**config.mk**
```make
export PLATFORM = sky130hd
export DESIGN_NAME = per_frame_page_bump_allocator_flat
export DESIGN_NICKNAME = d
export VERILOG_FILES = /design/src/rtl/core/pba_pkg.sv /design/src/rtl/core/pba_stream_if.sv /design/src/rtl/core/pba_ctrl.sv /design/src/rtl/core/pba_datapath.sv /design/src/rtl/core/per_frame_page_bump_allocator.sv /design/src/flat_wrapper.sv
export SDC_FILE = /design/constraint.sdc
export NUM_CORES = 2
export LEC_CHECK = 0
export BUFFER_PORTS_ARGS = -buffer_cell sky130_fd_sc_hd__buf_2
export CELL_PAD_IN_SITES_DETAIL_PLACEMENT = 0
export CELL_PAD_IN_SITES_GLOBAL_PLACEMENT = 1
export CORE_MARGIN = 3
export CORE_UTILIZATION = 55
export CTS_CLUSTER_DIAMETER = 80
export DETAILED_ROUTE_END_ITERATION = 12
export PLACE_DENSITY = 0.94
export SYNTH_ARGS = -nofsm -noshare
export SYNTH_HDL_FRONTEND = slang
export SYNTH_HIERARCHICAL = 1
export SYNTH_SLANG_ARGS = --single-unit
```
**constraint.sdc**
```tcl
create_clock -name clk -period 16.4 [get_ports clk]
set_input_delay 0 -clock clk [delete_from_list [all_inputs] [get_ports clk]]
set_output_delay 0 -clock clk [all_outputs]
set_load 0.1 [all_outputs]
```
**src/rtl/core/pba_pkg.sv**
```systemverilog
// ----------------------------------------------------------------------------
// pba_pkg
// Types and constants shared by the page bump allocator modules.
// ----------------------------------------------------------------------------
`default_nettype none

package pba_pkg;

  localparam int ACTION_W = 2;
  localparam int FRAME_W  = 3;
  localparam int BYTES_W  = 32;
  localparam int STATUS_W = 2;
  localparam int PAGE_W   = 3;

  // action codes
  localparam logic [ACTION_W-1:0] ACT_ALLOC   = 2'd0;
  localparam logic [ACTION_W-1:0] ACT_RETIRE  = 2'd1;
  localparam logic [ACTION_W-1:0] ACT_RELEASE = 2'd2;

  // status codes
  localparam logic [STATUS_W-1:0] ST_OK      = 2'd0;
  localparam logic [STATUS_W-1:0] ST_INVALID = 2'd1;
  localparam logic [STATUS_W-1:0] ST_FULL    = 2'd2;

  localparam logic [BYTES_W-1:0] MIN_PAGE_RESET = 32'd1048576;

  // configuration port
  localparam int APB_ADDR_W = 3;
  localparam int APB_DATA_W = 32;
  localparam int REG_IDX_W  = APB_ADDR_W - 2;
  localparam logic [REG_IDX_W-1:0] REG_MIN_PAGE = '0;

  // kinds of result the controller asks the datapath to stage
  localparam logic [2:0] RES_FIT     = 3'd0;
  localparam logic [2:0] RES_OPEN    = 3'd1;
  localparam logic [2:0] RES_DONE    = 3'd2;
  localparam logic [2:0] RES_INVALID = 3'd3;
  localparam logic [2:0] RES_FULL    = 3'd4;

  typedef struct packed {
    logic [ACTION_W-1:0] action;
    logic [FRAME_W-1:0]  frame_index;
    logic [BYTES_W-1:0]  request_bytes;
    logic [BYTES_W-1:0]  align_bytes;
  } req_t;

  typedef struct packed {
    logic [STATUS_W-1:0] status;
    logic [PAGE_W-1:0]   page_index;
    logic [BYTES_W-1:0]  byte_offset;
    logic                page_opened;
    logic [BYTES_W-1:0]  page_bytes;
  } rsp_t;

  typedef struct packed {
    logic       load;
    logic       walk_start;
    logic       walk_step;
    logic       commit_fit;
    logic       commit_open;
    logic       retire;
    logic       release_all;
    logic       res_load;
    logic [2:0] res_kind;
    logic       out_load;
  } pba_cmd_t;

  typedef struct packed {
    logic [ACTION_W-1:0] action;
    logic                bad;
    logic                fit;
    logic                walk_done;
    logic                full;
    logic                out_free;
  } pba_stat_t;

endpackage

`default_nettype wire

```
**src/rtl/core/pba_stream_if.sv**
```systemverilog
// ----------------------------------------------------------------------------
// pba_stream_if
// Valid/ready channel carrying one payload item per transfer.
// ----------------------------------------------------------------------------
`default_nettype none

interface pba_stream_if #(parameter type T = logic);
  logic valid;
  logic ready;
  T     data;

  modport source (output valid, output data, input ready);
  modport sink (input valid, input data, output ready);
endinterface

`default_nettype wire

```
**src/rtl/core/pba_ctrl.sv**
```systemverilog
// ----------------------------------------------------------------------------
// pba_ctrl
// Sequencer for the allocator: request check, first-fit walk, page open,
// retire/release and hand-off of the result to the output register.
// ----------------------------------------------------------------------------
`default_nettype none

module pba_ctrl (
  input  wire logic               clk,
  input  wire logic               rst,
  input  wire logic               req_valid,
  output logic                    req_ready,
  input  wire pba_pkg::pba_stat_t stat,
  output pba_pkg::pba_cmd_t       cmd
);
  import pba_pkg::*;

  localparam logic [2:0] S_IDLE   = 3'd0;
  localparam logic [2:0] S_CHECK  = 3'd1;
  localparam logic [2:0] S_WALK   = 3'd2;
  localparam logic [2:0] S_OPEN   = 3'd3;
  localparam logic [2:0] S_FINISH = 3'd4;

  logic [2:0] state;
  logic [2:0] state_next;

  always_ff @(posedge clk) begin
    if (rst) begin
      state <= S_IDLE;
    end else begin
      state <= state_next;
    end
  end

  always_comb begin
    cmd        = '0;
    state_next = state;
    req_ready  = 1'b0;
    unique case (state)
      S_IDLE: begin
        req_ready = 1'b1;
        if (req_valid) begin
          cmd.load   = 1'b1;
          state_next = S_CHECK;
        end
      end
      S_CHECK: begin
        priority if (stat.bad) begin
          cmd.res_load = 1'b1;
          cmd.res_kind = RES_INVALID;
          state_next   = S_FINISH;
        end else if (stat.action == ACT_RETIRE) begin
          cmd.retire   = 1'b1;
          cmd.res_load = 1'b1;
          cmd.res_kind = RES_DONE;
          state_next   = S_FINISH;
        end else if (stat.action == ACT_RELEASE) begin
          cmd.release_all = 1'b1;
          cmd.res_load    = 1'b1;
          cmd.res_kind    = RES_DONE;
          state_next      = S_FINISH;
        end else begin
          cmd.walk_start = 1'b1;
          state_next     = S_WALK;
        end
      end
      S_WALK: begin
        priority if (stat.fit) begin
          cmd.commit_fit = 1'b1;
          cmd.res_load   = 1'b1;
          cmd.res_kind   = RES_FIT;
          state_next     = S_FINISH;
        end else if (stat.walk_done) begin
          if (stat.full) begin
            cmd.res_load = 1'b1;
            cmd.res_kind = RES_FULL;
            state_next   = S_FINISH;
          end else begin
            state_next = S_OPEN;
          end
        end else begin
          cmd.walk_step = 1'b1;
        end
      end
      S_OPEN: begin
        cmd.commit_open = 1'b1;
        cmd.res_load    = 1'b1;
        cmd.res_kind    = RES_OPEN;
        state_next      = S_FINISH;
      end
      S_FINISH: begin
        if (stat.out_free) begin
          cmd.out_load = 1'b1;
          state_next   = S_IDLE;
        end
      end
      default: begin
        state_next = S_IDLE;
      end
    endcase
  end

endmodule

`default_nettype wire

```
**src/rtl/core/pba_datapath.sv**
```systemverilog
// ----------------------------------------------------------------------------
// pba_datapath
// Page tables, per-frame page counts, request registers, the one-page-per-
// cycle fit pipeline and the result/output registers.
// ----------------------------------------------------------------------------
`default_nettype none

module pba_datapath #(
  parameter int FRAMES          = 3,
  parameter int PAGES_PER_FRAME = 8
) (
  input  wire logic                      clk,
  input  wire logic                      rst,
  input  wire pba_pkg::pba_cmd_t         cmd,
  output pba_pkg::pba_stat_t             stat,
  input  wire pba_pkg::req_t             req_data,
  input  wire logic [pba_pkg::BYTES_W-1:0] min_page_bytes,
  input  wire logic                      rsp_ready,
  output logic                           rsp_valid,
  output pba_pkg::rsp_t                  rsp_data
);
  import pba_pkg::*;

  localparam int SLOTS  = FRAMES * PAGES_PER_FRAME;
  localparam int SLOT_W = (SLOTS > 1) ? $clog2(SLOTS) : 1;
  localparam int FIDX_W = (FRAMES > 1) ? $clog2(FRAMES) : 1;
  localparam int PIDX_W = (PAGES_PER_FRAME > 1) ? $clog2(PAGES_PER_FRAME) : 1;
  localparam int CNT_W  = $clog2(PAGES_PER_FRAME + 1);
  localparam logic [FRAME_W:0] FRAME_LIM = FRAMES[FRAME_W:0];
  localparam logic [CNT_W-1:0] PAGE_LIM  = PAGES_PER_FRAME[CNT_W-1:0];

  function automatic logic [SLOT_W-1:0] slot_of(input logic [FIDX_W-1:0] f,
                                                 input logic [PIDX_W-1:0] p);
    slot_of = SLOT_W'(int'(f) * PAGES_PER_FRAME + int'(p));
  endfunction

  // page tables: no reset, only opened entries are ever read
  logic [BYTES_W-1:0] size_mem [SLOTS];
  logic [BYTES_W-1:0] used_mem [SLOTS];
  logic [CNT_W-1:0]   page_count [FRAMES];

  // latched request
  logic [ACTION_W-1:0] action_q;
  logic [FRAME_W-1:0]  frame_q;
  logic [BYTES_W-1:0]  req_q;
  logic [BYTES_W-1:0]  align_q;
  logic [BYTES_W-1:0]  mask_q;
  logic [BYTES_W-1:0]  aligned_q;

  // walk pipeline
  logic [CNT_W-1:0]   walk_idx;
  logic               s1_valid;
  logic [CNT_W-1:0]   s1_idx;
  logic [BYTES_W:0]   s1_begin;
  logic [BYTES_W-1:0] s1_size;

  rsp_t res;
  rsp_t res_next;

  logic [FIDX_W-1:0]  fi;
  logic               frame_ok;
  logic [CNT_W-1:0]   cnt;
  logic [BYTES_W:0]   round_sum;
  logic               alloc_bad;
  logic [SLOT_W-1:0]  rd_slot;
  logic [SLOT_W-1:0]  fit_slot;
  logic [SLOT_W-1:0]  open_slot;
  logic [BYTES_W:0]   rd_begin;
  logic [BYTES_W+1:0] fit_sum;
  logic               fit;
  logic               s1_last;
  logic [BYTES_W-1:0] new_size;

  assign fi        = frame_q[FIDX_W-1:0];
  assign frame_ok  = {1'b0, frame_q} < FRAME_LIM;
  assign cnt       = frame_ok ? page_count[fi] : '0;
  assign round_sum = {1'b0, req_q} + {1'b0, mask_q};
  // carry out of request + (align - 1) means the aligned end overflows
  assign alloc_bad = !frame_ok || (req_q == '0) || (align_q == '0)
                     || ((align_q & mask_q) != '0) || round_sum[BYTES_W];

  assign rd_slot   = slot_of(fi, walk_idx[PIDX_W-1:0]);
  assign fit_slot  = slot_of(fi, s1_idx[PIDX_W-1:0]);
  assign open_slot = slot_of(fi, cnt[PIDX_W-1:0]);
  assign rd_begin  = ({1'b0, used_mem[rd_slot]} + {1'b0, mask_q}) & ~{1'b0, mask_q};
  assign fit_sum   = {1'b0, s1_begin} + {2'b00, req_q};
  assign fit       = s1_valid && (fit_sum <= {2'b00, s1_size});
  assign s1_last   = (s1_idx + CNT_W'(1)) == cnt;
  assign new_size  = (aligned_q > min_page_bytes) ? aligned_q : min_page_bytes;

  always_comb begin
    stat           = '0;
    stat.action    = action_q;
    stat.fit       = fit;
    stat.walk_done = (cnt == '0) || (s1_valid && s1_last);
    stat.full      = cnt >= PAGE_LIM;
    stat.out_free  = !rsp_valid || rsp_ready;
    unique case (action_q)
      ACT_ALLOC:   stat.bad = alloc_bad;
      ACT_RETIRE:  stat.bad = !frame_ok;
      ACT_RELEASE: stat.bad = 1'b0;
      default:     stat.bad = 1'b1;
    endcase
  end

  always_ff @(posedge clk) begin
    if (cmd.load) begin
      action_q <= req_data.action;
      frame_q  <= req_data.frame_index;
      req_q    <= req_data.request_bytes;
      align_q  <= req_data.align_bytes;
      mask_q   <= req_data.align_bytes - BYTES_W'(1);
    end
    if (cmd.walk_start) begin
      aligned_q <= round_sum[BYTES_W-1:0] & ~mask_q;
    end
  end

  always_ff @(posedge clk) begin
    if (cmd.walk_start) begin
      walk_idx <= '0;
      s1_valid <= 1'b0;
    end else if (cmd.walk_step) begin
      if (walk_idx < cnt) begin
        s1_valid <= 1'b1;
        s1_idx   <= walk_idx;
        s1_begin <= rd_begin;
        s1_size  <= size_mem[rd_slot];
        walk_idx <= walk_idx + CNT_W'(1);
      end else begin
        s1_valid <= 1'b0;
      end
    end
  end

  always_ff @(posedge clk) begin
    if (cmd.commit_fit) begin
      used_mem[fit_slot] <= fit_sum[BYTES_W-1:0];
    end
    if (cmd.commit_open) begin
      used_mem[open_slot] <= req_q;
      size_mem[open_slot] <= new_size;
    end
    if (cmd.retire) begin
      for (int p = 0; p < PAGES_PER_FRAME; p++) begin
        used_mem[slot_of(fi, PIDX_W'(p))] <= '0;
      end
    end
  end

  always_ff @(posedge clk) begin
    if (rst) begin
      for (int f = 0; f < FRAMES; f++) begin
        page_count[f] <= '0;
      end
    end else if (cmd.release_all) begin
      for (int f = 0; f < FRAMES; f++) begin
        page_count[f] <= '0;
      end
    end else if (cmd.commit_open) begin
      page_count[fi] <= cnt + CNT_W'(1);
    end
  end

  always_comb begin
    res_next = '0;
    unique case (cmd.res_kind)
      RES_FIT: begin
        res_next.status      = ST_OK;
        res_next.page_index  = PAGE_W'(s1_idx);
        res_next.byte_offset = s1_begin[BYTES_W-1:0];
        res_next.page_bytes  = s1_size;
      end
      RES_OPEN: begin
        res_next.status      = ST_OK;
        res_next.page_index  = PAGE_W'(cnt);
        res_next.page_opened = 1'b1;
        res_next.page_bytes  = new_size;
      end
      RES_DONE:    res_next.status = ST_OK;
      RES_INVALID: res_next.status = ST_INVALID;
      RES_FULL:    res_next.status = ST_FULL;
      default:     res_next.status = ST_INVALID;
    endcase
  end

  // staged result, held until the output register is free
  always_ff @(posedge clk) begin
    if (cmd.res_load) begin
      res <= res_next;
    end
  end

  always_ff @(posedge clk) begin
    if (rst) begin
      rsp_valid <= 1'b0;
    end else if (cmd.out_load) begin
      rsp_valid <= 1'b1;
    end else if (rsp_ready) begin
      rsp_valid <= 1'b0;
    end
  end

  always_ff @(posedge clk) begin
    if (cmd.out_load) begin
      rsp_data <= res;
    end
  end

endmodule

`default_nettype wire

```
**src/rtl/core/per_frame_page_bump_allocator.sv**
```systemverilog
// ----------------------------------------------------------------------------
// per_frame_page_bump_allocator
// Paged first-fit bump allocator for in-flight frames, with APB config port.
// ----------------------------------------------------------------------------
// One request is worked on at a time and gives one result. An allocate walks
// the frame's open pages through a two-stage fit pipeline that checks one page
// per cycle; a request that fits lands in the first page with room, one that
// finds no room opens a new page, and a frame with all eight pages open and no
// fit reports a full table. Retire, release and rejected requests skip the
// walk. The next request is taken while the previous result still waits in the
// output register. min_page_bytes sits at byte address 0 and must only be
// written while the block is idle.
// No clearing pass after reset.
`default_nettype none

module per_frame_page_bump_allocator #(
  parameter int FRAMES          = 3,
  parameter int PAGES_PER_FRAME = 8
) (
  input  wire logic                           clk,
  input  wire logic                           rst,
  pba_stream_if.sink                          req,
  pba_stream_if.source                        rsp,
  input  wire logic                           psel,
  input  wire logic                           penable,
  input  wire logic                           pwrite,
  input  wire logic [pba_pkg::APB_ADDR_W-1:0] paddr,
  input  wire logic [pba_pkg::APB_DATA_W-1:0] pwdata,
  output logic      [pba_pkg::APB_DATA_W-1:0] prdata,
  output logic                                pready
);
  import pba_pkg::*;

  logic [BYTES_W-1:0] min_page_bytes;
  logic               reg_hit;
  pba_cmd_t           cmd;
  pba_stat_t          stat;

  assign reg_hit = paddr[APB_ADDR_W-1:2] == REG_MIN_PAGE;
  assign pready  = 1'b1;
  assign prdata  = reg_hit ? min_page_bytes : '0;

  always_ff @(posedge clk) begin
    if (rst) begin
      min_page_bytes <= MIN_PAGE_RESET;
    end else if (psel && penable && pwrite && reg_hit) begin
      min_page_bytes <= pwdata;
    end
  end

  pba_ctrl u_ctrl (
    .clk       (clk),
    .rst       (rst),
    .req_valid (req.valid),
    .req_ready (req.ready),
    .stat      (stat),
    .cmd       (cmd)
  );

  pba_datapath #(
    .FRAMES          (FRAMES),
    .PAGES_PER_FRAME (PAGES_PER_FRAME)
  ) u_datapath (
    .clk            (clk),
    .rst            (rst),
    .cmd            (cmd),
    .stat           (stat),
    .req_data       (req.data),
    .min_page_bytes (min_page_bytes),
    .rsp_ready      (rsp.ready),
    .rsp_valid      (rsp.valid),
    .rsp_data       (rsp.data)
  );

endmodule

`default_nettype wire

```
**src/flat_wrapper.sv**
```systemverilog
// flat-port wrapper written by rule: the top's interface ports become plain ports
module per_frame_page_bump_allocator_flat import pba_pkg::*;
#(
  parameter int FRAMES          = 3,
  parameter int PAGES_PER_FRAME = 8
)
  (clk, rst, psel, penable, pwrite, paddr, pwdata, prdata, pready, req_valid, req_data, req_ready, rsp_valid, rsp_data, rsp_ready);
  pba_stream_if #(.T(req_t)) req_i ();
  pba_stream_if #(.T(rsp_t)) rsp_i ();
  input  wire logic clk;
  input  wire logic rst;
  input  wire logic psel;
  input  wire logic penable;
  input  wire logic pwrite;
  input  wire logic [pba_pkg::APB_ADDR_W-1:0] paddr;
  input  wire logic [pba_pkg::APB_DATA_W-1:0] pwdata;
  output logic      [pba_pkg::APB_DATA_W-1:0] prdata;
  output logic pready;
  input wire logic [$bits(req_i.valid)-1:0] req_valid;
  input wire logic [$bits(req_i.data)-1:0] req_data;
  output wire logic [$bits(req_i.ready)-1:0] req_ready;
  output wire logic [$bits(rsp_i.valid)-1:0] rsp_valid;
  output wire logic [$bits(rsp_i.data)-1:0] rsp_data;
  input wire logic [$bits(rsp_i.ready)-1:0] rsp_ready;
  assign req_i.valid = req_valid;
  assign req_i.data = req_data;
  assign req_ready = req_i.ready;
  assign rsp_valid = rsp_i.valid;
  assign rsp_data = rsp_i.data;
  assign rsp_i.ready = rsp_ready;
  per_frame_page_bump_allocator #(.FRAMES(FRAMES), .PAGES_PER_FRAME(PAGES_PER_FRAME)) u_core (.clk(clk), .rst(rst), .req(req_i), .rsp(rsp_i), .psel(psel), .penable(penable), .pwrite(pwrite), .paddr(paddr), .pwdata(pwdata), .prdata(prdata), .pready(pready));
endmodule
```
==> results.yml <==
outcome:
  status: "finished, final reports clean"
synthesis:
  synthSimpleGateAreaFrac_pct: 10.1
  yosys.area.top_type: "edfxtp_1"
  netlist_instances: 8057
  synthArstFlopShare_pct: 0
  synth_cell_types: 88
  synth_top_family_by_area: "compound AO/OA/AOI/OAI gates"
  yosysSeqAreaShare_pct: 55.1
  synthesis.nets: 8344
  synth_top_area_share_pct: 37.2
  synth-edff-count: 1126
  synth_compound_area_share_pct: 14.2
  synth_xor_area_share_pct: 1.07
  ys_warn_count: 6
  ys.flop_type: "edfxtp_1"
  synthTopCellsByArea: "edfxtp_1 (37%), dfxtp_1 (18%), mux4_2 (9.6%)"
  syn_avg_cell_area_um2: 11.3
  muxShareOfSynthArea_pct: 13.4
  netlist_area_um2: 90900
  ys_ff_latch: 1937
  yosys.area_share.adder_pct: 2.46
placement:
  io_buffer_count: 212
  hpwl_mm: 184
  numPlacedInstances: 9932
  gp_congestion: 0.961
power_and_ir_drop:
  p_clk_share_pct: 41.1
  finalPower_mw: 11.0
  switchingPower_mw: 2.88
  peakVddDrop_uv: 161
  p_leak_nw: 35.6
  p_comb_share_pct: 10.8
  netSwitchingFraction_pct: 26.3
  p_seq_share_pct: 48.1
  intPower_mw: 8.09
  powerDensity_nw_per_um2: 107
clock_network:
  root_buffer: "clkbuf_16"
  postCtsSetupRepairBufs: 0
  clk_pin_slew_ns: 0.07
  clock_sinks: 1937
  insertion_delay_ns: 0.91
  cts_buffers: 184
  cts_tree: "built"
  cts_buffer_depth: 3
  h-tree-depth: 4
setup_path:
  crit_fanout: 50
  crit_type: "flip-flop to flip-flop"
  crit_arrival_ns: 9.63
  worstPathRequired_ns: 16.86
  cp-end-kind: "flip-flop"
  worst_setup_path_start_kind: "flip-flop"
detailed_routing:
  top_layer_used: "met5"
  vias: 73400
  postRouteAntennaNets: 0
  drt-vias-per-instance: 6.97
  dr_wl_met2_mm: 147
  drt_wl_total_mm: 326
  wl_met3_mm: 43.6
  drt-initial-drc-count: 11600
  wl_met1_mm: 109
  wl_per_cell_um: 31.0
  dr.pass1.iters: 8
  drc: 0
final_layout:
  fin_util_pct: 62.8
  fin_cells: 10500
  fill_cells: 11800
  seq_area_um2: 50100
  final_common_cell: "edfxtp_1"
  multi_input_area_um2: 37900
  area_delta_synth_final_pct: 13.0
  nets: 8488
  layout_common_cells: "edfxtp_1 (1,126), nand2_1 (873), dfxtp_1 (808), a21oi_1 (737), nor2_1 (723)"
  drive_gt1_share_pct: 16.0
timing:
  hold_viol: 0
  period_share_pct: 55.9
  setup_viol: 0
  finalCriticalPeriod_ns: 9.17
  tightest_slew_ns: 1.26
  fin_tns_setup_ns: 0
  slew_viol_final: 0
  finClkSkew_ns: 0.0789
  slew_headroom_pct: 16.3
  fmax_mhz: 109
  rsz0062_at_grt: "no"
grt:
  grt_antenna_before_repair: 17
  grt_usage_pct: 37.6
  grt_pass1_wl_mm: 471
  grt_max_degree: 115
  grt_pass1_vias: 70800
  grt_overflow: 0
floorplanning:
  die_w_um: 413
  die_area_um2: 170000
  io_pins: 216
  start_util_pct: 55.6
  coreArea_um2: 164000
  rows: 148
  die_y_um: 413
worst_hold_path:
  hold_class: "primary input to flip-flop"
job:
  maxCapViolCount: 0
## layer usage
layer | vias up | global-route usage [%]
li1 | 30200 | -
met1 | 35400 | 46.0
met2 | 6386 | 58.0
met3 | 1487 | 10.7
met4 | 18 | 25.0
met5 | - | 0.0862
## worst max-delay path: stages, from the launching register on
cell and delay, ns:
edfxtp_1 0.35, buf_4 0.27, ha_1 0.29, fa_2 0.38, a21o_1 0.17, a21oi_1 0.33, o21a_1 0.20, o21ai_0 0.10
a21oi_1 0.33, xnor2_2 0.15, buf_4 0.34, inv_1 0.30, ha_1 0.39, nand4_1 0.14, o21a_1 0.20, o21ai_0 0.63
a21oi_1 0.16, o211a_1 0.23, o211ai_1 0.23, a21oi_1 0.14, nand3b_1 0.21, nor2_1 0.11, inv_1 0.10, a211oi_1 0.93
nor2b_4 1.00, buf_4 0.81
## cells by family (layout without fill, tap and decap cells)
group / Yosys count / after routing
AO/OA/AOI/OAI: 2106 / 2106
multiplexers: 725 / 725
XOR/XNOR: 111 / 111
buffers and inverters: 855 / 1156
other: 1 / 7
flip-flops: 1937 / 1937
AND/OR/NAND/NOR: 2145 / 2145
adder cells (fa/ha/maj): 177 / 177
## through the flow
stage	hold WS [ns]	setup slack, ns	cell area [um2]
3_3_place_gp	0.177	7.92	93900
3_5_place_dp	0.178	7.72	93900
2_1_floorplan	0.0689	7.63	90900
4_1_cts	0.00125	7.60	103000
6_report	0.0233	7.23	103000
5_1_grt	0.0285	6.99	103000
## Yosys cell counts, types with 9 or more instances
| cell | n |
|---|---|
| edfxtp_1 | 1126 |
| nand2_1 | 901 |
| dfxtp_1 | 811 |
| nor2_1 | 745 |
| a21oi_1 | 738 |
| clkbuf_1 | 612 |
| o21ai_0 | 574 |
| mux4_2 | 386 |
| mux2i_1 | 239 |
| a211oi_1 | 182 |
| o211ai_1 | 174 |
| ha_1 | 173 |
| inv_1 | 142 |
| nor3_1 | 133 |
| a311oi_1 | 122 |
| mux2_2 | 100 |
| buf_1 | 79 |
| nand2b_1 | 78 |
| a21o_1 | 71 |
| o221ai_1 | 65 |
| nor2b_1 | 60 |
| xnor2_1 | 57 |
| xor2_1 | 54 |
| and2_1 | 48 |
| a22o_1 | 42 |
| nand3_1 | 36 |
| nand4_1 | 33 |
| a31oi_1 | 32 |
| nor4_1 | 27 |
| and3_1 | 21 |
| o21a_1 | 19 |
| o21bai_1 | 14 |
| buf_2 | 11 |
| a221oi_1 | 10 |
| nor3b_1 | 9 |
## power by group through the flow
stage / logic, mW / clock network, mW / registers (mW)
after global routing: 1.23 / 4.68 / 5.28
final: 1.18 / 4.51 / 5.28
after floorplan: 0.676 / 0 / 5.39
after global placement: 1.05 / 0 / 5.38
after CTS: 1.13 / 4.47 / 5.28
after detailed placement: 1.07 / 0 / 5.38
## worst paths after layout
path / from / endpoint / slack, ns / depth (start not counted)
max reg2reg: u_core/u_datapath/req_q[0]$_DFFE_PP_ / u_core/u_datapath/s1_begin[3]$_DFFE_PP_ / 7.23 / 25
min reg2reg: u_core/u_datapath/res[37]$_SDFFCE_PP0P_ / u_core/u_datapath/rsp_data[37]$_DFFE_PP_ / 0.41 / 0
max: u_core/u_datapath/req_q[0]$_DFFE_PP_ / u_core/u_datapath/s1_begin[3]$_DFFE_PP_ / 7.23 / 25
min: req_data[4] / u_core/u_datapath/mask_q[4]$_DFFE_PP_ / 0.02 / 3
## sequential cells by signal, indices dropped and copies added, names as in the netlist, named ones only
signal,flops
u_core/u_datapath/s1_begin,33
u_core/min_page_bytes,32
u_core/u_datapath/s1_valid,1
u_core/u_datapath/frame_q,3
u_core/u_datapath/s1_size,32
u_core/u_datapath/size_mem,768
u_core/u_datapath/req_q,32
u_core/u_datapath/page_count,16
u_core/u_datapath/res,70
u_core/u_datapath/s1_idx,4
u_core/u_datapath/walk_idx,4
u_core/u_datapath/action_q,2
u_core/u_datapath/aligned_q,32
u_core/u_datapath/mask_q,32
u_core/u_datapath/used_mem,768
u_core/u_ctrl/state,3
u_core/u_datapath/align_q,32
u_core/u_datapath/rsp_data,70
u_core/u_datapath/rsp_valid,1
## cell type report
type	count	area share [%]
inverters	143	0.523
clock buffers	242	4.95
well taps	2175	2.65
clock inverters	101	1.13
multi-input cells	5265	36.9
repair buffers	670	5.06
diodes	6	0.0146
flip-flops and latches	1937	48.7
## what timing repair did
action | CTS | global route
hold buffers | 258 | 0
resized for setup | 0 | 0
hold endpoints to repair | 167 | 0
(Power assumes the default switching activity.)
